<file path="src/qct_pkg.sv">
// ----------------------------------------------------------------------------
// qct_pkg
// Shared widths, codes and types of the quota container table.
// ----------------------------------------------------------------------------
package qct_pkg;

    localparam int ACT_W   = 3;
    localparam int ID_W    = 6;
    localparam int QUOTA_W = 21;
    localparam int PAGE_W  = 20;
    localparam int CHILD_W = 7;
    localparam int ST_W    = 3;

    localparam int IN_DATA_W  = 48;
    localparam int OUT_DATA_W = 88;

    localparam logic [ACT_W-1:0] ACT_INIT  = 3'd0;
    localparam logic [ACT_W-1:0] ACT_QUERY = 3'd1;
    localparam logic [ACT_W-1:0] ACT_SPLIT = 3'd2;
    localparam logic [ACT_W-1:0] ACT_ALLOC = 3'd3;
    localparam logic [ACT_W-1:0] ACT_FREE  = 3'd4;

    localparam logic [ST_W-1:0] ST_OK         = 3'd0;
    localparam logic [ST_W-1:0] ST_ALLOC_FAIL = 3'd1;
    localparam logic [ST_W-1:0] ST_NO_SLOT    = 3'd2;
    localparam logic [ST_W-1:0] ST_SAT        = 3'd3;
    localparam logic [ST_W-1:0] ST_UNDERFLOW  = 3'd4;

    localparam logic [CHILD_W-1:0] CHILD_MAX = 7'd127;

    typedef struct packed {
        logic               in_use;
        logic [CHILD_W-1:0] children;
        logic [ID_W-1:0]    parent;
        logic [QUOTA_W-1:0] usage;
        logic [QUOTA_W-1:0] quota;
    } t_row;

    typedef struct packed {
        logic               can_consume;
        logic [CHILD_W-1:0] entry_children;
        logic [ID_W-1:0]    entry_parent;
        logic [QUOTA_W-1:0] entry_usage;
        logic [QUOTA_W-1:0] entry_quota;
        logic [PAGE_W-1:0]  page_out;
        logic [ID_W-1:0]    child_id;
        logic [ST_W-1:0]    status;
    } t_result;

    typedef struct packed {
        logic accept;
        logic rd_id;
        logic init_res;
        logic clr_step;
        logic clr_root;
        logic exec;
        logic probe_rd;
        logic probe_next;
        logic slot_fail;
        logic child_wr;
        logic parent_wr;
        logic load_out;
    } t_cmd;

    typedef struct packed {
        logic init_go;
        logic probe_go;
        logic probe_free;
        logic probe_last;
        logic clr_last;
        logic out_free;
    } t_sts;

endpackage

</file>
<file path="src/qct_ram.sv">
// ----------------------------------------------------------------------------
// qct_ram
// Generic single-write, single-read RAM with registered read data.
// ----------------------------------------------------------------------------
module qct_ram #(
    parameter int WIDTH = 8,
    parameter int DEPTH = 64
) (
    input  logic                     i_clk,
    input  logic                     i_we,
    input  logic [$clog2(DEPTH)-1:0] i_waddr,
    input  logic [WIDTH-1:0]         i_wdata,
    input  logic [$clog2(DEPTH)-1:0] i_raddr,
    output logic [WIDTH-1:0]         o_rdata
);

    logic [WIDTH-1:0] r_mem [DEPTH];
    logic [WIDTH-1:0] r_rdata;

    always_ff @(posedge i_clk) begin
        if (i_we) begin
            r_mem[i_waddr] <= i_wdata;
        end
        r_rdata <= r_mem[i_raddr];
    end

    assign o_rdata = r_rdata;

endmodule

</file>
<file path="src/qct_dp.sv">
// ----------------------------------------------------------------------------
// qct_dp
// Datapath: container table memory, probe pointer, clearing pointer,
// action arithmetic and the output register.
// ----------------------------------------------------------------------------
module qct_dp import qct_pkg::*; #(
    parameter int NUM_CONTAINERS = 64,
    parameter int CHILD_FANOUT   = 8
) (
    input  logic               i_clk,
    input  logic               i_rst_n,
    input  t_cmd               i_cmd,
    output t_sts               o_sts,
    input  logic [ACT_W-1:0]   i_action,
    input  logic [ID_W-1:0]    i_proc_id,
    input  logic [QUOTA_W-1:0] i_amount,
    input  logic [PAGE_W-1:0]  i_page,
    input  logic               i_cfg_we,
    input  logic [QUOTA_W-1:0] i_cfg_wdata,
    input  logic               i_out_ready,
    output logic               o_out_valid,
    output t_result            o_result
);

    localparam int IDX_W   = $clog2(NUM_CONTAINERS);
    localparam int PROBE_W = $clog2(64 * CHILD_FANOUT + 128 + NUM_CONTAINERS + 1);

    function automatic logic [QUOTA_W:0] sat_add(input logic [QUOTA_W-1:0] a,
                                                 input logic [QUOTA_W-1:0] b);
        logic [QUOTA_W:0] s;
        s = {1'b0, a} + {1'b0, b};
        if (s[QUOTA_W]) begin
            return {1'b1, {QUOTA_W{1'b1}}};
        end
        return s;
    endfunction

    logic [ACT_W-1:0]   r_action;
    logic [ID_W-1:0]    r_proc_id;
    logic [QUOTA_W-1:0] r_amount;
    logic [PAGE_W-1:0]  r_page;
    t_row               r_row;
    logic [ST_W-1:0]    r_status;
    logic [ID_W-1:0]    r_child;
    logic [PAGE_W-1:0]  r_page_out;
    logic               r_can;
    logic [PROBE_W-1:0] r_probe;
    logic [IDX_W-1:0]   r_clr_ptr;
    logic [QUOTA_W-1:0] r_root_quota;
    logic               r_out_valid;
    t_result            r_out;

    t_row               w_rd;
    logic [$bits(t_row)-1:0] w_rdata;
    logic               w_we;
    logic [IDX_W-1:0]   w_waddr;
    t_row               w_wdata;
    logic [IDX_W-1:0]   w_raddr;
    logic [IDX_W-1:0]   w_id_addr;
    logic               w_id_bad;
    logic [PROBE_W-1:0] w_c0;
    logic               w_start_bad;
    logic [QUOTA_W:0]   w_inc;
    logic [QUOTA_W:0]   w_par_sum;
    t_row               w_root_row;
    t_row               w_clr_row;
    t_row               w_child_row;
    t_row               w_par_row;
    t_row               w_exec_row;
    logic               w_exec_we;
    logic [ST_W-1:0]    w_exec_st;
    logic [PAGE_W-1:0]  w_exec_page;
    logic               w_exec_can;

    qct_ram #(
        .WIDTH ($bits(t_row)),
        .DEPTH (NUM_CONTAINERS)
    ) u_table (
        .i_clk   (i_clk),
        .i_we    (w_we),
        .i_waddr (w_waddr),
        .i_wdata (w_wdata),
        .i_raddr (w_raddr),
        .o_rdata (w_rdata)
    );

    assign w_rd        = t_row'(w_rdata);
    assign w_id_addr   = IDX_W'(r_proc_id);
    assign w_id_bad    = PROBE_W'(r_proc_id) >= PROBE_W'(NUM_CONTAINERS);
    assign w_c0        = PROBE_W'(r_proc_id) * PROBE_W'(CHILD_FANOUT) + PROBE_W'(1)
                         + PROBE_W'(w_rd.children);
    assign w_start_bad = w_c0 >= PROBE_W'(NUM_CONTAINERS);
    assign w_inc       = sat_add(w_rd.usage, QUOTA_W'(1));
    assign w_par_sum   = sat_add(r_row.usage, r_amount);

    always_comb begin
        w_root_row        = '0;
        w_root_row.quota  = r_root_quota;
        w_root_row.in_use = 1'b1;

        w_clr_row = (i_cmd.clr_root && r_clr_ptr == '0) ? w_root_row : '0;

        w_child_row        = '0;
        w_child_row.quota  = r_amount;
        w_child_row.parent = r_proc_id;
        w_child_row.in_use = 1'b1;

        w_par_row       = r_row;
        w_par_row.usage = w_par_sum[QUOTA_W-1:0];
        if (r_row.children < CHILD_MAX) begin
            w_par_row.children = r_row.children + CHILD_W'(1);
        end
    end

    always_comb begin
        w_exec_row  = w_id_bad ? '0 : w_rd;
        w_exec_we   = 1'b0;
        w_exec_st   = ST_OK;
        w_exec_page = '0;
        w_exec_can  = 1'b0;
        if (!w_id_bad) begin
            case (r_action)
                ACT_QUERY: begin
                    w_exec_can = (w_rd.usage <= w_rd.quota)
                                 && ((w_rd.quota - w_rd.usage) >= r_amount);
                end
                ACT_SPLIT: begin
                    if (w_start_bad) begin
                        w_exec_st = ST_NO_SLOT;
                    end
                end
                ACT_ALLOC: begin
                    if (r_page == '0) begin
                        w_exec_st = ST_ALLOC_FAIL;
                    end else begin
                        w_exec_row.usage  = w_inc[QUOTA_W-1:0];
                        w_exec_row.in_use = 1'b1;
                        w_exec_we         = 1'b1;
                        w_exec_page       = r_page;
                        if (w_inc[QUOTA_W]) begin
                            w_exec_st = ST_SAT;
                        end
                    end
                end
                ACT_FREE: begin
                    w_exec_page = r_page;
                    if (w_rd.usage == '0) begin
                        w_exec_st = ST_UNDERFLOW;
                    end else begin
                        w_exec_row.usage = w_rd.usage - QUOTA_W'(1);
                        w_exec_we        = 1'b1;
                    end
                end
                default: ;
            endcase
        end
    end

    always_comb begin
        w_we    = 1'b0;
        w_waddr = w_id_addr;
        w_wdata = w_exec_row;
        if (i_cmd.clr_step) begin
            w_we    = 1'b1;
            w_waddr = r_clr_ptr;
            w_wdata = w_clr_row;
        end else if (i_cmd.exec) begin
            w_we    = w_exec_we;
        end else if (i_cmd.child_wr) begin
            w_we    = 1'b1;
            w_waddr = r_probe[IDX_W-1:0];
            w_wdata = w_child_row;
        end else if (i_cmd.parent_wr) begin
            w_we    = 1'b1;
            w_wdata = w_par_row;
        end
    end

    assign w_raddr = i_cmd.probe_rd ? r_probe[IDX_W-1:0] : w_id_addr;

    always_ff @(posedge i_clk) begin
        if (!i_rst_n) begin
            r_clr_ptr    <= '0;
            r_root_quota <= '0;
            r_out_valid  <= 1'b0;
        end else begin
            if (i_cfg_we) begin
                r_root_quota <= i_cfg_wdata;
            end
            if (i_cmd.clr_step) begin
                r_clr_ptr <= o_sts.clr_last ? '0 : r_clr_ptr + IDX_W'(1);
            end
            if (i_cmd.load_out) begin
                r_out_valid <= 1'b1;
            end else if (i_out_ready) begin
                r_out_valid <= 1'b0;
            end
        end
    end

    always_ff @(posedge i_clk) begin
        if (i_cmd.accept) begin
            r_action  <= i_action;
            r_proc_id <= i_proc_id;
            r_amount  <= i_amount;
            r_page    <= i_page;
        end
        if (i_cmd.rd_id) begin
            r_status   <= ST_OK;
            r_child    <= '0;
            r_page_out <= '0;
            r_can      <= 1'b0;
        end
        if (i_cmd.init_res) begin
            r_row <= (r_proc_id == '0) ? w_root_row : '0;
        end
        if (i_cmd.exec) begin
            r_row      <= w_exec_row;
            r_status   <= w_exec_st;
            r_page_out <= w_exec_page;
            r_can      <= w_exec_can;
            r_probe    <= w_c0;
        end
        if (i_cmd.probe_next) begin
            r_probe <= r_probe + PROBE_W'(1);
        end
        if (i_cmd.slot_fail) begin
            r_status <= ST_NO_SLOT;
        end
        if (i_cmd.child_wr) begin
            r_child <= ID_W'(r_probe);
        end
        if (i_cmd.parent_wr) begin
            r_row <= w_par_row;
            if (w_par_sum[QUOTA_W]) begin
                r_status <= ST_SAT;
            end
        end
        if (i_cmd.load_out) begin
            r_out.status         <= r_status;
            r_out.child_id       <= r_child;
            r_out.page_out       <= r_page_out;
            r_out.entry_quota    <= r_row.quota;
            r_out.entry_usage    <= r_row.usage;
            r_out.entry_parent   <= r_row.parent;
            r_out.entry_children <= r_row.children;
            r_out.can_consume    <= r_can;
        end
    end

    assign o_sts.init_go    = (r_action == ACT_INIT) && !w_id_bad;
    assign o_sts.probe_go   = (r_action == ACT_SPLIT) && !w_id_bad && !w_start_bad;
    assign o_sts.probe_free = !w_rd.in_use;
    assign o_sts.probe_last = r_probe == PROBE_W'(NUM_CONTAINERS - 1);
    assign o_sts.clr_last   = r_clr_ptr == IDX_W'(NUM_CONTAINERS - 1);
    assign o_sts.out_free   = !r_out_valid || i_out_ready;

    assign o_out_valid = r_out_valid;
    assign o_result    = r_out;

endmodule

</file>
<file path="src/qct_ctrl.sv">
// ----------------------------------------------------------------------------
// qct_ctrl
// Controller: sequences reads, probes, writes and clearing sweeps.
// ----------------------------------------------------------------------------
module qct_ctrl import qct_pkg::*; (
    input  logic i_clk,
    input  logic i_rst_n,
    input  logic i_in_valid,
    output logic o_in_ready,
    input  t_sts i_sts,
    output t_cmd o_cmd
);

    typedef enum logic [3:0] {
        S_RST_CLR,
        S_IDLE,
        S_READ,
        S_INIT_CLR,
        S_EXEC,
        S_PROBE_RD,
        S_PROBE_CHK,
        S_CHILD_WR,
        S_PARENT_WR,
        S_DONE
    } t_state;

    t_state r_state;
    t_state n_state;

    always_comb begin
        n_state = r_state;
        o_cmd   = '0;
        unique case (r_state)
            S_RST_CLR: begin
                o_cmd.clr_step = 1'b1;
                if (i_sts.clr_last) begin
                    n_state = S_IDLE;
                end
            end
            S_IDLE: begin
                o_cmd.accept = i_in_valid;
                if (i_in_valid) begin
                    n_state = S_READ;
                end
            end
            S_READ: begin
                o_cmd.rd_id = 1'b1;
                if (i_sts.init_go) begin
                    o_cmd.init_res = 1'b1;
                    n_state        = S_INIT_CLR;
                end else begin
                    n_state = S_EXEC;
                end
            end
            S_INIT_CLR: begin
                o_cmd.clr_step = 1'b1;
                o_cmd.clr_root = 1'b1;
                if (i_sts.clr_last) begin
                    n_state = S_DONE;
                end
            end
            S_EXEC: begin
                o_cmd.exec = 1'b1;
                n_state    = i_sts.probe_go ? S_PROBE_RD : S_DONE;
            end
            S_PROBE_RD: begin
                o_cmd.probe_rd = 1'b1;
                n_state        = S_PROBE_CHK;
            end
            S_PROBE_CHK: begin
                if (i_sts.probe_free) begin
                    n_state = S_CHILD_WR;
                end else if (i_sts.probe_last) begin
                    o_cmd.slot_fail = 1'b1;
                    n_state         = S_DONE;
                end else begin
                    o_cmd.probe_next = 1'b1;
                    n_state          = S_PROBE_RD;
                end
            end
            S_CHILD_WR: begin
                o_cmd.child_wr = 1'b1;
                n_state        = S_PARENT_WR;
            end
            S_PARENT_WR: begin
                o_cmd.parent_wr = 1'b1;
                n_state         = S_DONE;
            end
            S_DONE: begin
                if (i_sts.out_free) begin
                    o_cmd.load_out = 1'b1;
                    n_state        = S_IDLE;
                end
            end
            default: n_state = S_IDLE;
        endcase
    end

    always_ff @(posedge i_clk) begin
        if (!i_rst_n) begin
            r_state <= S_RST_CLR;
        end else begin
            r_state <= n_state;
        end
    end

    assign o_in_ready = (r_state == S_IDLE);

endmodule

</file>
<file path="src/quota_container_table_top.sv">
// ----------------------------------------------------------------------------
// quota_container_table_top
// Table of per-process memory containers with quota and usage bookkeeping.
// ----------------------------------------------------------------------------
// Input beats arrive on the s_axis channel: tuser carries the action code and
// tdata the container index, amount and page. Each beat yields exactly one
// result beat on the m_axis channel. The root quota is set through the
// configuration write port and is used by the next init.
// One beat is worked on at a time; all table state lives in a single memory
// with one write and one registered read port. Query, alloc, free and unused
// actions read the row, execute and load the result register; split also
// probes the candidate slots one by one, reading and checking each, and if
// one is free writes the child and parent rows; init clears one row per cycle.
// A new beat can be accepted in the cycle after the result register is loaded.
// After reset the block sweeps the memory to zero and holds tready low until
// the sweep is done.
// The result sits in an output register; the next beat is accepted while
// it waits, and processing stalls only when a new result is ready and the
// previous one has still not been taken.
// ----------------------------------------------------------------------------
module quota_container_table_top import qct_pkg::*; #(
    parameter int NUM_CONTAINERS = 64,
    parameter int CHILD_FANOUT   = 8
) (
    input  logic                  i_clk,
    input  logic                  i_rst_n,
    input  logic                  i_s_axis_tvalid,
    output logic                  o_s_axis_tready,
    // proc_id, amount, page from bit 0 up, zero padding
    input  logic [IN_DATA_W-1:0]  i_s_axis_tdata,
    // action
    input  logic [ACT_W-1:0]      i_s_axis_tuser,
    output logic                  o_m_axis_tvalid,
    input  logic                  i_m_axis_tready,
    // status, child_id, page_out, entry_quota, entry_usage, entry_parent,
    // entry_children, can_consume from bit 0 up, zero padding
    output logic [OUT_DATA_W-1:0] o_m_axis_tdata,
    input  logic                  i_cfg_we,
    input  logic [QUOTA_W-1:0]    i_cfg_wdata
);

    t_cmd    w_cmd;
    t_sts    w_sts;
    t_result w_result;

    qct_ctrl u_ctrl (
        .i_clk      (i_clk),
        .i_rst_n    (i_rst_n),
        .i_in_valid (i_s_axis_tvalid),
        .o_in_ready (o_s_axis_tready),
        .i_sts      (w_sts),
        .o_cmd      (w_cmd)
    );

    qct_dp #(
        .NUM_CONTAINERS (NUM_CONTAINERS),
        .CHILD_FANOUT   (CHILD_FANOUT)
    ) u_dp (
        .i_clk        (i_clk),
        .i_rst_n      (i_rst_n),
        .i_cmd        (w_cmd),
        .o_sts        (w_sts),
        .i_action     (i_s_axis_tuser),
        .i_proc_id    (i_s_axis_tdata[5:0]),
        .i_amount     (i_s_axis_tdata[26:6]),
        .i_page       (i_s_axis_tdata[46:27]),
        .i_cfg_we     (i_cfg_we),
        .i_cfg_wdata  (i_cfg_wdata),
        .i_out_ready  (i_m_axis_tready),
        .o_out_valid  (o_m_axis_tvalid),
        .o_result     (w_result)
    );

    assign o_m_axis_tdata = OUT_DATA_W'(w_result);

endmodule

</file>
<file path="config.mk">
export PLATFORM = sky130hd
export DESIGN_NAME = quota_container_table_top
export DESIGN_NICKNAME = d
export VERILOG_FILES = /design/src/qct_pkg.sv /design/src/qct_ram.sv /design/src/qct_dp.sv /design/src/qct_ctrl.sv /design/src/quota_container_table_top.sv
export SDC_FILE = /design/constraint.sdc
export NUM_CORES = 2
export LEC_CHECK = 0
export CAP_MARGIN = 20
export CORE_AREA = 2 2 664 666
export CTS_CLUSTER_SIZE = 8
export DETAILED_ROUTE_END_ITERATION = 10
export DIE_AREA = 0 0 666 668
export DONT_BUFFER_PORTS = 1
export PLACE_DENSITY = 0.56
export SYNTH_ARGS = -nofsm -noshare
export SYNTH_HDL_FRONTEND = slang
export SYNTH_HIERARCHICAL = 1
export SYNTH_SLANG_ARGS = --single-unit
</file>
<file path="constraint.sdc">
create_clock -name i_clk -period 8.4 [get_ports i_clk]
set_input_delay 0.42 -clock i_clk [delete_from_list [all_inputs] [get_ports i_clk]]
set_output_delay 0.42 -clock i_clk [all_outputs]
set_load 0.03 [all_outputs]
</file>
==> impl_metrics.ini <==
[synthesis]
yosysMostFrequentCell = edfxtp_1
synth_top_flop_cell = edfxtp_1
synthArstFlopShare_pct = 0
synth_cell_type_count = 87
synth_top_cell_by_area = edfxtp_1
synthesis.instances = 7528
ys_seq_area_share_pct = 76.1
synth_warnings = 6
synthTopCellsByCount = 3812 x edfxtp_1, 803 x mux4_2, 303 x o22ai_1
yosys.area.top_type_share_pct = 74.9
synth_area_per_cell_um2 = 20.3
synthTopCellsByArea = edfxtp_1 75%, mux4_2 12%, mux2i_1 1.7%, o22ai_1 1.2%, dfxtp_1 1.2%
synth_edf_count = 3812
synth_area_mm2 = 0.153
synth_seq_cells = 3903

[sta]
max_freq_ghz = 0.166
grt_setup_unrepaired = false
period_share_pct = 71.7
post-route-min-period_ps = 6030
worstMarginPinSlew_ps = 1230
finClkSkew_ps = 63.3
fin_setup_tns_ps = 0
holdWs_ps = 56.6
setup_violations = 0
maxSlewViolCount = 0
hold_violations = 0
maxSlewHeadroom_pct = 17.3

[pwr]
ir_drop_v = 0.000205
p_total_uw = 42100
p_per_area_mw_per_mm2 = 235
p_leak_uw = 0.0539

[die]
core_mm2 = 0.437
die_w_um = 666
start_util_pct = 34.9
core.rowCount = 243
io_pins = 167
die_h_um = 668
die_area_mm2 = 0.445

[clocking]
clock-sinks = 3903
cts_buffer_depth = 4
cts_tree = built
clk_pin_slew_ps = 50
cts.repair.resized = 0
cts_setup_buffers = 0
cts-hold-fix-buffers = 143
numCtsBuffers = 560
root_buffer = clkbuf_16
cts_max_level = 6
clock_latency_ps = 1040

[detailed_routing]
drt_iter0_drc = 10400
wl_per_cell_um = 32.4
vias = 81000
via_per_inst = 5.74
drc_errors = 0
antenna_left = 0
dr.pass1.iters = 8
routed_wl_um = 457000

[layout]
syn_to_final_growth_pct = 17.4
drive_gt1_share_pct = 23.7
nNetsFinal = 8269
postLayoutCoreUtil_pct = 41.0

[critical_path]
critPathLaunchType = flip-flop
worst-path-max-fanout = 23
critPathRequiredTime_ps = 9020
cp-endpoint = u_dp/u_table/r_mem[58][17]
regToRegSetupSlack_ps = 2370
worst-path-buf-inv = 2
path_cells = nand2b_1, nor2_2, inv_1, nor2_1, nand2_1, a31oi_1, nand3_1, nor2_4, buf_4
crit_path_end_kind = flip-flop
reg2reg_to = u_dp/u_table/r_mem[58][17]
critPathSlowestCell = nor2_4
cp.arrival_ps = 6650
critPathMaxStageDelay_ps = 1000
reg2reg_depth = 9
path_class = flip-flop to flip-flop
timing.rr.start = u_ctrl/r_state[1]
crit_cells = 9
crit_path_start = u_ctrl/r_state[1]
cp_top_family = simple AND/OR/NAND/NOR gates

[global_routing]
grt_max_degree = 128
grt_overflow_total = 0
grt_pass1_wl_um = 632000
grt_pass1_vias = 81600
antenna_found_initial = 26
grt_use_total_pct = 20.1

[run]
drv_cap = 0

[placed_design]
dp_hpwl_um = 266000
portBuffers = 0
place.gp.congestion = 0.869

[hold_path]
min_path_type = input port to flip-flop

[run_status]
status = complete, no violations
[state kept, by name (all words and copies together), names as in the netlist, 4 cells and up]
signal	cells
u_dp/u_table/o_rdata	56
u_dp/r_clr_ptr	6
u_dp/u_table/r_mem	3584
u_dp/r_amount	21
u_dp/r_child	6
u_ctrl/r_state	4
u_dp/r_row	56
u_dp/r_page_out	20
u_dp/o_result	85
u_dp/r_proc_id	6
u_dp/r_root_quota	21
u_dp/r_page	20
u_dp/r_probe	10
[through the flow]
| stage | std cells | worst slack, ps | cell area (um^2) |
|---|---|---|---|
| after detailed placement | 13100 | 2520 | 162000 |
| after global placement | 13100 | 2560 | 161000 |
| after CTS | 14100 | 2470 | 179000 |
| after floorplan | 7530 | 1350 | 153000 |
| final | 14100 | 2370 | 179000 |
| after global routing | 14100 | 2190 | 179000 |
[worst min path at each step]
stage	depth (start not counted)	slack (ps)	endpoint	start
5_1_grt	1	40	u_dp/r_action[2]	i_s_axis_tuser[2]
4_1_cts	1	2	u_dp/r_action[0]	i_s_axis_tuser[0]
3_3_place_gp	0	400	u_dp/o_result[18]	u_dp/r_page_out[9]
6_report	1	60	u_dp/r_action[0]	i_s_axis_tuser[0]
3_5_place_dp	0	400	u_dp/o_result[21]	u_dp/r_page_out[12]
2_1_floorplan	0	400	u_dp/o_result[10]	u_dp/r_page_out[1]
[layer usage]
| layer | vias up | routed length, um | share of wire [%] | GRT usage (%) |
|---|---|---|---|---|
| li1 | 32700 | - | - | - |
| met1 | 43700 | 186000 | 41 | 27.2 |
| met2 | 3830 | 219000 | 48 | 32.4 |
| met3 | 714 | 37400 | 8.2 | 3.86 |
| met4 | 2 | 14700 | 3.2 | 6.86 |
| met5 | - | 13 | 0.0028 | 0 |
[cell usage in the layout (no fill, tap or decap), drive strengths merged, types with 65 or more instances in the layout]
cell type       n
inv           115
clkbuf        730
dfxtp          91
a22oi          77
o22ai         303
nand3          65
dlygate4sd3   142
a21oi         128
ha             75
mux2i         255
edfxtp       3812
o221ai         78
buf           316
mux4          803
o21ai         168
nand2         173
nor2          199
[cells by family (layout without fill, tap and decap cells)]
kind of cell | after synthesis | after routing | synth area share, %
AOI/OAI and AO/OA | 1053 | 1053 | 4.63
xor gates and xnor gates | 53 | 53 | 0.304
adders and majority gates | 77 | 77 | 0.640
buffers and inverters | 524 | 1335 | 1.74
DFF | 3903 | 3903 | 76.1
muxes | 1097 | 1097 | 13.8
other | 1 | 24 | 0.00245
and+or+nand+nor | 820 | 820 | 2.76
[power by group]
part	internal [uW]	switching [uW]	total, uW
logic	116	170	286
registers	21200	36.3	21300
clock network	12300	8260	20600
total	33600	8470	42100
[cell type report]
type / count / area (um^2)
timing repair buffer: 458 / 4630
multi-input combinational: 3103 / 35000
sequential: 3903 / 116000
tap: 5757 / 7200
fill: 38100 / 258000
inverter: 89 / 339
antenna: 21 / 52.6
clock buffer: 730 / 14800
clock inverter: 58 / 1130
Power figures use the tool's default switching activity.
